File: src/assert_macros.svh
// Assertion macros used by the converter top level
`ifndef ASSERT_MACROS_SVH
`define ASSERT_MACROS_SVH

// Check on every clock edge outside reset.
`define ASSERT_CLK(label, prop, msg) \
    label: assert property (@(posedge aclk) disable iff (!aresetn) (prop)) else $error(msg);

// Check on every clock edge, reset included.
`define ASSERT_CLK_ALWAYS(label, prop, msg) \
    label: assert property (@(posedge aclk) (prop)) else $error(msg);

`endif

File: src/rgbcc_pkg.sv
// Shared types and constants of the RGB color space converter
`default_nettype none

package rgbcc_pkg;

    localparam int NUM_CELLS = 8;
    localparam int QUO_W     = NUM_CELLS;
    localparam int DIV_W     = 19;

    localparam logic [1:0] MODE_RGB = 2'd0;
    localparam logic [1:0] MODE_HSV = 2'd1;
    localparam logic [1:0] MODE_YIQ = 2'd2;

    localparam logic [15:0] Y_R = 16'd19595;
    localparam logic [15:0] Y_G = 16'd38470;
    localparam logic [15:0] Y_B = 16'd7471;
    localparam logic [15:0] I_R = 16'd39059;
    localparam logic [15:0] I_G = 16'd18022;
    localparam logic [15:0] I_B = 16'd21037;
    localparam logic [15:0] Q_R = 16'd13894;
    localparam logic [15:0] Q_G = 16'd34603;
    localparam logic [15:0] Q_B = 16'd20382;

    typedef struct packed {
        logic             hsv;
        logic             zero;
        logic             last;
        logic [7:0]       a;
        logic [7:0]       b;
        logic [7:0]       c;
        logic [DIV_W-1:0] s_rem;
        logic [DIV_W-1:0] s_div;
        logic [QUO_W-1:0] s_quo;
        logic [DIV_W-1:0] h_rem;
        logic [DIV_W-1:0] h_div;
        logic [QUO_W-1:0] h_quo;
    } cell_t;

endpackage

`default_nettype wire

File: src/rgb_color_space_converter.sv
// Top level of the RGB to HSV / YIQ color space converter
//
//  channel  dir  beat moves when      payload
//  s_       in   s_valid & s_ready    s_red_in, s_green_in, s_blue_in, s_last_pixel
//  m_       out  m_valid & m_ready    m_comp_a, m_comp_b, m_comp_c, m_last_out
//  cfg_     in   cfg_wr_en            cfg_wr_data (space_mode)
//
// One pixel per clock while the row is not stalled; a beat taken on s_ passes through
// one front stage and then a row of eight divider cells, one quotient bit each.
// The last cell's register is the output register; the whole row holds while
// m_valid is high and m_ready is low, and s_ready drops only then.
// Synchronous active-low reset clears the valid bits and space_mode to rgb.
`default_nettype none
`include "assert_macros.svh"

module rgb_color_space_converter
    import rgbcc_pkg::*;
(
    input  wire logic       aclk,
    input  wire logic       aresetn,
    input  wire logic       cfg_wr_en,
    input  wire logic [1:0] cfg_wr_data,
    input  wire logic       s_valid,
    output logic            s_ready,
    input  wire logic [7:0] s_red_in,
    input  wire logic [7:0] s_green_in,
    input  wire logic [7:0] s_blue_in,
    input  wire logic       s_last_pixel,
    output logic            m_valid,
    input  wire logic       m_ready,
    output logic [7:0]      m_comp_a,
    output logic [7:0]      m_comp_b,
    output logic [7:0]      m_comp_c,
    output logic            m_last_out
);

    logic [1:0]         space_mode_reg;
    logic               advance;
    logic [NUM_CELLS:0] chain_valid;
    cell_t              chain_data [NUM_CELLS+1];
    cell_t              done;

    always_ff @(posedge aclk) begin
        if (!aresetn) begin
            space_mode_reg <= MODE_RGB;
        end else if (cfg_wr_en) begin
            space_mode_reg <= cfg_wr_data;
        end
    end

    assign advance = !chain_valid[NUM_CELLS] || m_ready;
    assign s_ready = advance;

    rgbcc_front u_front (
        .aclk      (aclk),
        .aresetn   (aresetn),
        .advance   (advance),
        .in_valid  (s_valid),
        .red       (s_red_in),
        .green     (s_green_in),
        .blue      (s_blue_in),
        .last      (s_last_pixel),
        .mode      (space_mode_reg),
        .out_valid (chain_valid[0]),
        .out_data  (chain_data[0])
    );

    for (genvar k = 0; k < NUM_CELLS; k++) begin : g_cell
        rgbcc_div_cell u_cell (
            .aclk      (aclk),
            .aresetn   (aresetn),
            .advance   (advance),
            .in_valid  (chain_valid[k]),
            .in_data   (chain_data[k]),
            .out_valid (chain_valid[k+1]),
            .out_data  (chain_data[k+1])
        );
    end

    assign done       = chain_data[NUM_CELLS];
    assign m_valid    = chain_valid[NUM_CELLS];
    assign m_comp_a   = done.hsv ? (done.zero ? 8'd0 : done.h_quo) : done.a;
    assign m_comp_b   = done.hsv ? (done.zero ? 8'd0 : done.s_quo) : done.b;
    assign m_comp_c   = done.c;
    assign m_last_out = done.last;

    `ASSERT_CLK_ALWAYS(a_reset_clears_out, !aresetn |=> !m_valid, "output valid after reset")
    `ASSERT_CLK(a_accept_enters_front, s_valid && s_ready |=> chain_valid[0], "beat lost at front")
    `ASSERT_CLK(a_hsv_grey_hue_zero, m_valid && done.hsv && m_comp_b == 8'd0 |-> m_comp_a == 8'd0, "hue nonzero with zero saturation")
    `ASSERT_CLK(a_stall_holds_out, m_valid && !m_ready |=> m_valid && $stable(done.c), "result moved during stall")

endmodule

`default_nettype wire

File: src/rgbcc_front.sv
// Front stage: min/max, hue numerator, divider operands and YIQ matrix
`default_nettype none

module rgbcc_front
    import rgbcc_pkg::*;
(
    input  wire logic       aclk,
    input  wire logic       aresetn,
    input  wire logic       advance,
    input  wire logic       in_valid,
    input  wire logic [7:0] red,
    input  wire logic [7:0] green,
    input  wire logic [7:0] blue,
    input  wire logic       last,
    input  wire logic [1:0] mode,
    output logic            out_valid,
    output cell_t           out_data
);

    function automatic logic [7:0] clamp_q16(input logic [25:0] pos, input logic [25:0] neg);
        logic [25:0] diff;
        diff = pos - neg;
        if (pos < neg) begin
            return 8'd0;
        end else if (diff[25:16] > 10'd255) begin
            return 8'd255;
        end
        return diff[23:16];
    endfunction

    logic        valid_reg;
    cell_t       data_reg;
    cell_t       data_next;
    logic [7:0]  mx;
    logic [7:0]  mn;
    logic [7:0]  delta;
    logic [10:0] delta6;
    logic [11:0] num;
    logic [25:0] y_sum;
    logic [25:0] i_pos;
    logic [25:0] i_neg;
    logic [25:0] q_pos;
    logic [25:0] q_neg;

    always_comb begin
        mx = red;
        mn = red;
        if (green > mx) mx = green;
        if (blue > mx) mx = blue;
        if (green < mn) mn = green;
        if (blue < mn) mn = blue;
        delta  = mx - mn;
        delta6 = {1'b0, delta, 2'b00} + {2'b00, delta, 1'b0};

        if (red == mx) begin
            num = 12'(green) - 12'(blue);
            if (green < blue) num = num + 12'(delta6);
        end else if (green == mx) begin
            num = 12'({delta, 1'b0}) + 12'(blue) - 12'(red);
        end else begin
            num = 12'({delta, 2'b00}) + 12'(red) - 12'(green);
        end

        y_sum = 26'(Y_R) * 26'(red) + 26'(Y_G) * 26'(green) + 26'(Y_B) * 26'(blue);
        i_pos = 26'(I_R) * 26'(red);
        i_neg = 26'(I_G) * 26'(green) + 26'(I_B) * 26'(blue);
        q_pos = 26'(Q_R) * 26'(red) + 26'(Q_B) * 26'(blue);
        q_neg = 26'(Q_G) * 26'(green);

        data_next       = '0;
        data_next.last  = last;
        data_next.zero  = (delta == 8'd0);
        data_next.s_rem = DIV_W'({delta, 8'b0}) - DIV_W'(delta);
        data_next.s_div = DIV_W'({mx, 7'b0});
        data_next.h_rem = DIV_W'({num, 8'b0}) - DIV_W'(num);
        data_next.h_div = DIV_W'({delta6, 7'b0});
        unique case (mode)
            MODE_HSV: begin
                data_next.hsv = 1'b1;
                data_next.a   = 8'd0;
                data_next.b   = 8'd0;
                data_next.c   = mx;
            end
            MODE_YIQ: begin
                data_next.a = y_sum[23:16];
                data_next.b = clamp_q16(i_pos, i_neg);
                data_next.c = clamp_q16(q_pos, q_neg);
            end
            default: begin
                data_next.a = red;
                data_next.b = green;
                data_next.c = blue;
            end
        endcase
    end

    always_ff @(posedge aclk) begin
        if (!aresetn) begin
            valid_reg <= 1'b0;
        end else if (advance) begin
            valid_reg <= in_valid;
        end
        if (advance) begin
            data_reg <= data_next;
        end
    end

    assign out_valid = valid_reg;
    assign out_data  = data_reg;

endmodule

`default_nettype wire

File: src/rgbcc_div_cell.sv
// Divider cell: one quotient bit of saturation and of hue per stage
`default_nettype none

module rgbcc_div_cell
    import rgbcc_pkg::*;
(
    input  wire logic  aclk,
    input  wire logic  aresetn,
    input  wire logic  advance,
    input  wire logic  in_valid,
    input  cell_t      in_data,
    output logic       out_valid,
    output cell_t      out_data
);

    logic  valid_reg;
    cell_t data_reg;
    cell_t data_next;
    logic  s_bit;
    logic  h_bit;

    always_comb begin
        data_next = in_data;
        s_bit     = (in_data.s_rem >= in_data.s_div);
        h_bit     = (in_data.h_rem >= in_data.h_div);
        if (s_bit) data_next.s_rem = in_data.s_rem - in_data.s_div;
        if (h_bit) data_next.h_rem = in_data.h_rem - in_data.h_div;
        data_next.s_div = in_data.s_div >> 1;
        data_next.h_div = in_data.h_div >> 1;
        data_next.s_quo = {in_data.s_quo[QUO_W-2:0], s_bit};
        data_next.h_quo = {in_data.h_quo[QUO_W-2:0], h_bit};
    end

    always_ff @(posedge aclk) begin
        if (!aresetn) begin
            valid_reg <= 1'b0;
        end else if (advance) begin
            valid_reg <= in_valid;
        end
        if (advance) begin
            data_reg <= data_next;
        end
    end

    assign out_valid = valid_reg;
    assign out_data  = data_reg;

endmodule

`default_nettype wire

File: config.mk
export PLATFORM = sky130hd
export DESIGN_NAME = rgb_color_space_converter
export DESIGN_NICKNAME = d
export VERILOG_FILES = /design/src/rgbcc_pkg.sv /design/src/rgb_color_space_converter.sv /design/src/rgbcc_front.sv /design/src/rgbcc_div_cell.sv
export VERILOG_INCLUDE_DIRS = /design/src /design/src/src
export SDC_FILE = /design/constraint.sdc
export NUM_CORES = 2
export LEC_CHECK = 0
export BUFFER_PORTS_ARGS = -buffer_cell sky130_fd_sc_hd__buf_2
export CORE_MARGIN = 2
export CORE_UTILIZATION = 55
export CTS_BUF_LIST = sky130_fd_sc_hd__clkbuf_4
export DETAILED_ROUTE_END_ITERATION = 12
export HOLD_SLACK_MARGIN = 0.06
export MAX_ROUTING_LAYER = met4
export PLACE_DENSITY = 0.72
export SLEW_MARGIN = 25
export SYNTH_ARGS = -nofsm -noshare
export SYNTH_HDL_FRONTEND = slang
export SYNTH_HIERARCHICAL = 1
export SYNTH_SLANG_ARGS = --single-unit
File: constraint.sdc
create_clock -name aclk -period 51.6 [get_ports aclk]
set_input_delay 7.74 -clock aclk [delete_from_list [all_inputs] [get_ports aclk]]
set_output_delay 7.74 -clock aclk [all_outputs]
set_load 0.01 [all_outputs]
Yosys cells after proc, flatten, opt, wreduce, memory -nomap -nowiden. Index checks and enable logic that the tools add are counted. Widths: inputs -> output; s select.

Register bits after elaboration: 782. Input bits: 32.

Add/subtract/negate cells: 30. Multiply operators: 9. Order comparisons: 25. Equality and inequality tests: 4. Mux-type cells: 39. Reduce and logical (&&, ||, !) cells: 3.

Operators with widths (number): $mux 19 (14); $mux 8 (14); $mul 15x8->23 const A (3); $sub 19x12->19 (3); $mul 16x8->24 const A (2); $pmux 24 s2 (1); $mul 14x8->22 const A (2); $mul 13x8->21 const A (2); $ge 19x11->1 (2); $ge 19x12->1 (2); $ge 19x13->1 (2); $ge 19x14->1 (2); $ge 19x15->1 (2); $sub 19x13->19 (2); $sub 19x14->19 (2); $sub 19x15->19 (2); $mux 12 (3); $lt 24x26->1 (1); $lt 26x24->1 (1); $sub 24x26->26 (1); $sub 26x24->26 (1); $add 22x23->24 (1); $add 23x23->24 (1); $add 23x24->24 (1); other kinds (31) (43).

Longest topological paths before layout.
Depth after elaboration: 10. Depth in mapped cells: 49.

By module. The synthesis kept the hierarchy.

Modules (own cells, without submodules): rgbcc_div_cell (g_cell[0].u_cell ...) (times used 7, cells an instance 496, area each 6198.4 um^2, sequential area each 3533.4 um^2); rgbcc_front (times used 1, cells an instance 2816, area each 25822.3 um^2, sequential area each 2392.3 um^2); rgbcc_div_cell (g_cell[1].u_cell) (times used 1, cells an instance 511, area each 6331.1 um^2, sequential area each 3533.4 um^2); rgb_color_space_converter (times used 1, cells an instance 31, area each 279.0 um^2, sequential area each 40.0 um^2).

Worst setup path before layout. Ideal clock, no wire load.

Path kind: input to output. Start point: in m_ready. End point: out s_ready. Data arrival time: 32.241 ns. Data required time: 43.860 ns. Path slack: 11.619 ns. Stages: 1. Buffers on the path: 0. Cell sequence: nand2b_1.

Word-level cells in the longest chain between the ends: 1.

RTL lines: from (decl) (line rgb_color_space_converter.sv:30) `input wire logic m_ready,`; $logic_or 1x1->1 (line rgb_color_space_converter.sv:51) `assign advance = !chain_valid[NUM_CELLS] || m_ready;`; to (decl) (line rgb_color_space_converter.sv:24) `output logic s_ready,`.

Every way passes these cells.

==> impl_metrics.csv <==
group,metric,value,unit
clocking,cts_made_buffers,210,
clocking,clk_latency,1.11,ns
global_routing,antenna_found_initial,4,
finish,nets,7864,
finish,fin_cells,8514,
setup_path,crit_type,"in2reg",
setup_path,cp_num_buf_inv,5,
drt,drt-initial-drc-count,2976,
floorplan,start_util,55.3,%
min_path,min_to,"g_cell[4].u_cell/out_data[4]",
setup_path,worstSetupPathDepth,43,
timing,setup_violations,0,
drt,drc_errors,0,
setup_path,worstReg2RegStart,"g_cell[7].u_cell/out_valid",
yosys,synth.cell_area,70300,um^2
drt,ant_nets,0,
finish,nFillCells,10700,
floorplan,die_h,362,um
placed_design,routabilityCongestion,0.980,
timing,post-route-period-util,36.3,%
finish,final_cell_mix,"inv_1 (1,019), edfxtp_1 (885), ha_1 (878)",
drt,detail_route.wl_per_cell,19.9,um
clocking,cts_tree,"done",
timing,fin_setup_tns,0,ns
drt,post_drt_via_cell_ratio,5.64,
yosys,avgSynthCellArea,10.9,um^2
finish,syn_to_final_growth,6.46,%
drt,wirelength,169,mm
clocking,clock_path_buffers,3,
setup_path,required,52.43,ns
setup_path,worstRegToRegCells,6,
setup_path,critPathLaunchType,"input port",
setup_path,crit_path_max_fanout,16,
clocking,cts.sinks,896,
placed_design,port_buffers,58,
timing,max_slew.worst_pin.slew,1.01,ns
yosys,synthCells,6464,
setup_path,critPathCaptureType,"flip-flop",
yosys,yosys_warnings,6,
clocking,cts_max_level,4,
global_routing,grt-ovfl-total,0,
global_routing,grt_pass1_wl,263,mm
drt,first_pass_iters,6,
finish,drive_gt1_share,10.9,%
clocking,hold_buffers,0,
global_routing,grt_pass1_vias,48800,
finish,post-route-cell-area,74900,um^2
timing,hold_viol_final,0,
min_path,holdPathStages,0,
global_routing,grt_util_all_layers,26.7,%
finish,largest_reg_flops,806,
placed_design,dp_cells,8119,
clocking,clockRootBuffer,"clkbuf_4",
setup_path,r2r_end,"g_cell[5].u_cell/out_data[84]",
setup_path,r2r_slack,45.88,ns
drt,vias,48000,
floorplan,fp.dieW,362,um
timing,holdWs,0.372,ns
clocking,postCtsSetupBuffers,0,
flow_run,maxCapViolCount,0,
timing,period_needed,18.72,ns
timing,finalMaxSlewViolations,0,
timing,skew,0.0814,ns
placed_design,placed_area,72200,um^2
timing,fmax,53.4,MHz
floorplan,dieArea,131000,um^2
setup_path,cp_common_cell,"ha_1",
setup_path,crit_slowest_cell,"xnor2_1",
floorplan,io_pins,59,
setup_path,cp_top_family,"compound AO/OA/AOI/OAI gates",
timing,worst_slew_margin_rel,32.8,%
setup_path,crit_arrival,19.55,ns
timing,rsz0062_at_grt,"false",
finish,seq_area,26800,um^2
finish,final_common_cell,"inv_1",
clocking,post_cts_resized,0,
global_routing,grt_max_degree,188,
status,outcome,"completed",
placed_design,hpwl,134,mm
min_path,hold_class,"reg2reg",
setup_path,slowest_delay,0.69,ns
floorplan,rows,131,
finish,multi_input_comb_area,38800,um^2
clocking,clk_pin_slew,0.07,ns
min_path,hp-start,"g_cell[3].u_cell/out_data[3]",
floorplan,core-area,127000,um^2
==> cell type report <==
| class | count | share of cell area [%] |
|---|---|---|
| sequential | 896 | 35.8 |
| tap | 1662 | 2.78 |
| inverter | 1022 | 5.12 |
| clock buffer | 273 | 2.74 |
| antenna | 9 | 0.0301 |
| timing repair buffer | 102 | 0.924 |
| multi-input combinational | 4439 | 51.9 |
| clock inverter | 111 | 0.755 |
==> how the worst max path moves through the flow <==
| stage | from | end |
|---|---|---|
| after floorplan | m_ready | s_ready |
| after global placement | s_red_in[7] | u_front/out_data[45] |
| after detailed placement | s_red_in[1] | u_front/out_data[45] |
| after CTS | s_red_in[5] | u_front/out_data[45] |
| after global routing | s_red_in[5] | u_front/out_data[45] |
| final | s_red_in[6] | u_front/out_data[45] |
==> routing by layer <==
| layer | track usage [%] | vias to the layer above | part of all wire [%] |
|---|---|---|---|
| li1 | - | 23400 | - |
| met1 | 28.9 | 22900 | 39 |
| met2 | 47.1 | 1194 | 51 |
| met3 | 3.34 | 514 | 3.6 |
| met4 | 15.8 | 0 | 6.6 |
| met5 | - | - | 0 |
==> per-stage QoR <==
step,util [%],setup WS [ns]
finish,58.9,32.88
global route,58.9,32.34
CTS,58.8,33.12
detailed placement,56.8,31.90
global placement,56.7,31.99
floorplan,-,14.70
Power is left out: the tool's default activity adds up to more than one toggle a clock period on the data nets, which glitch-free logic cannot reach.
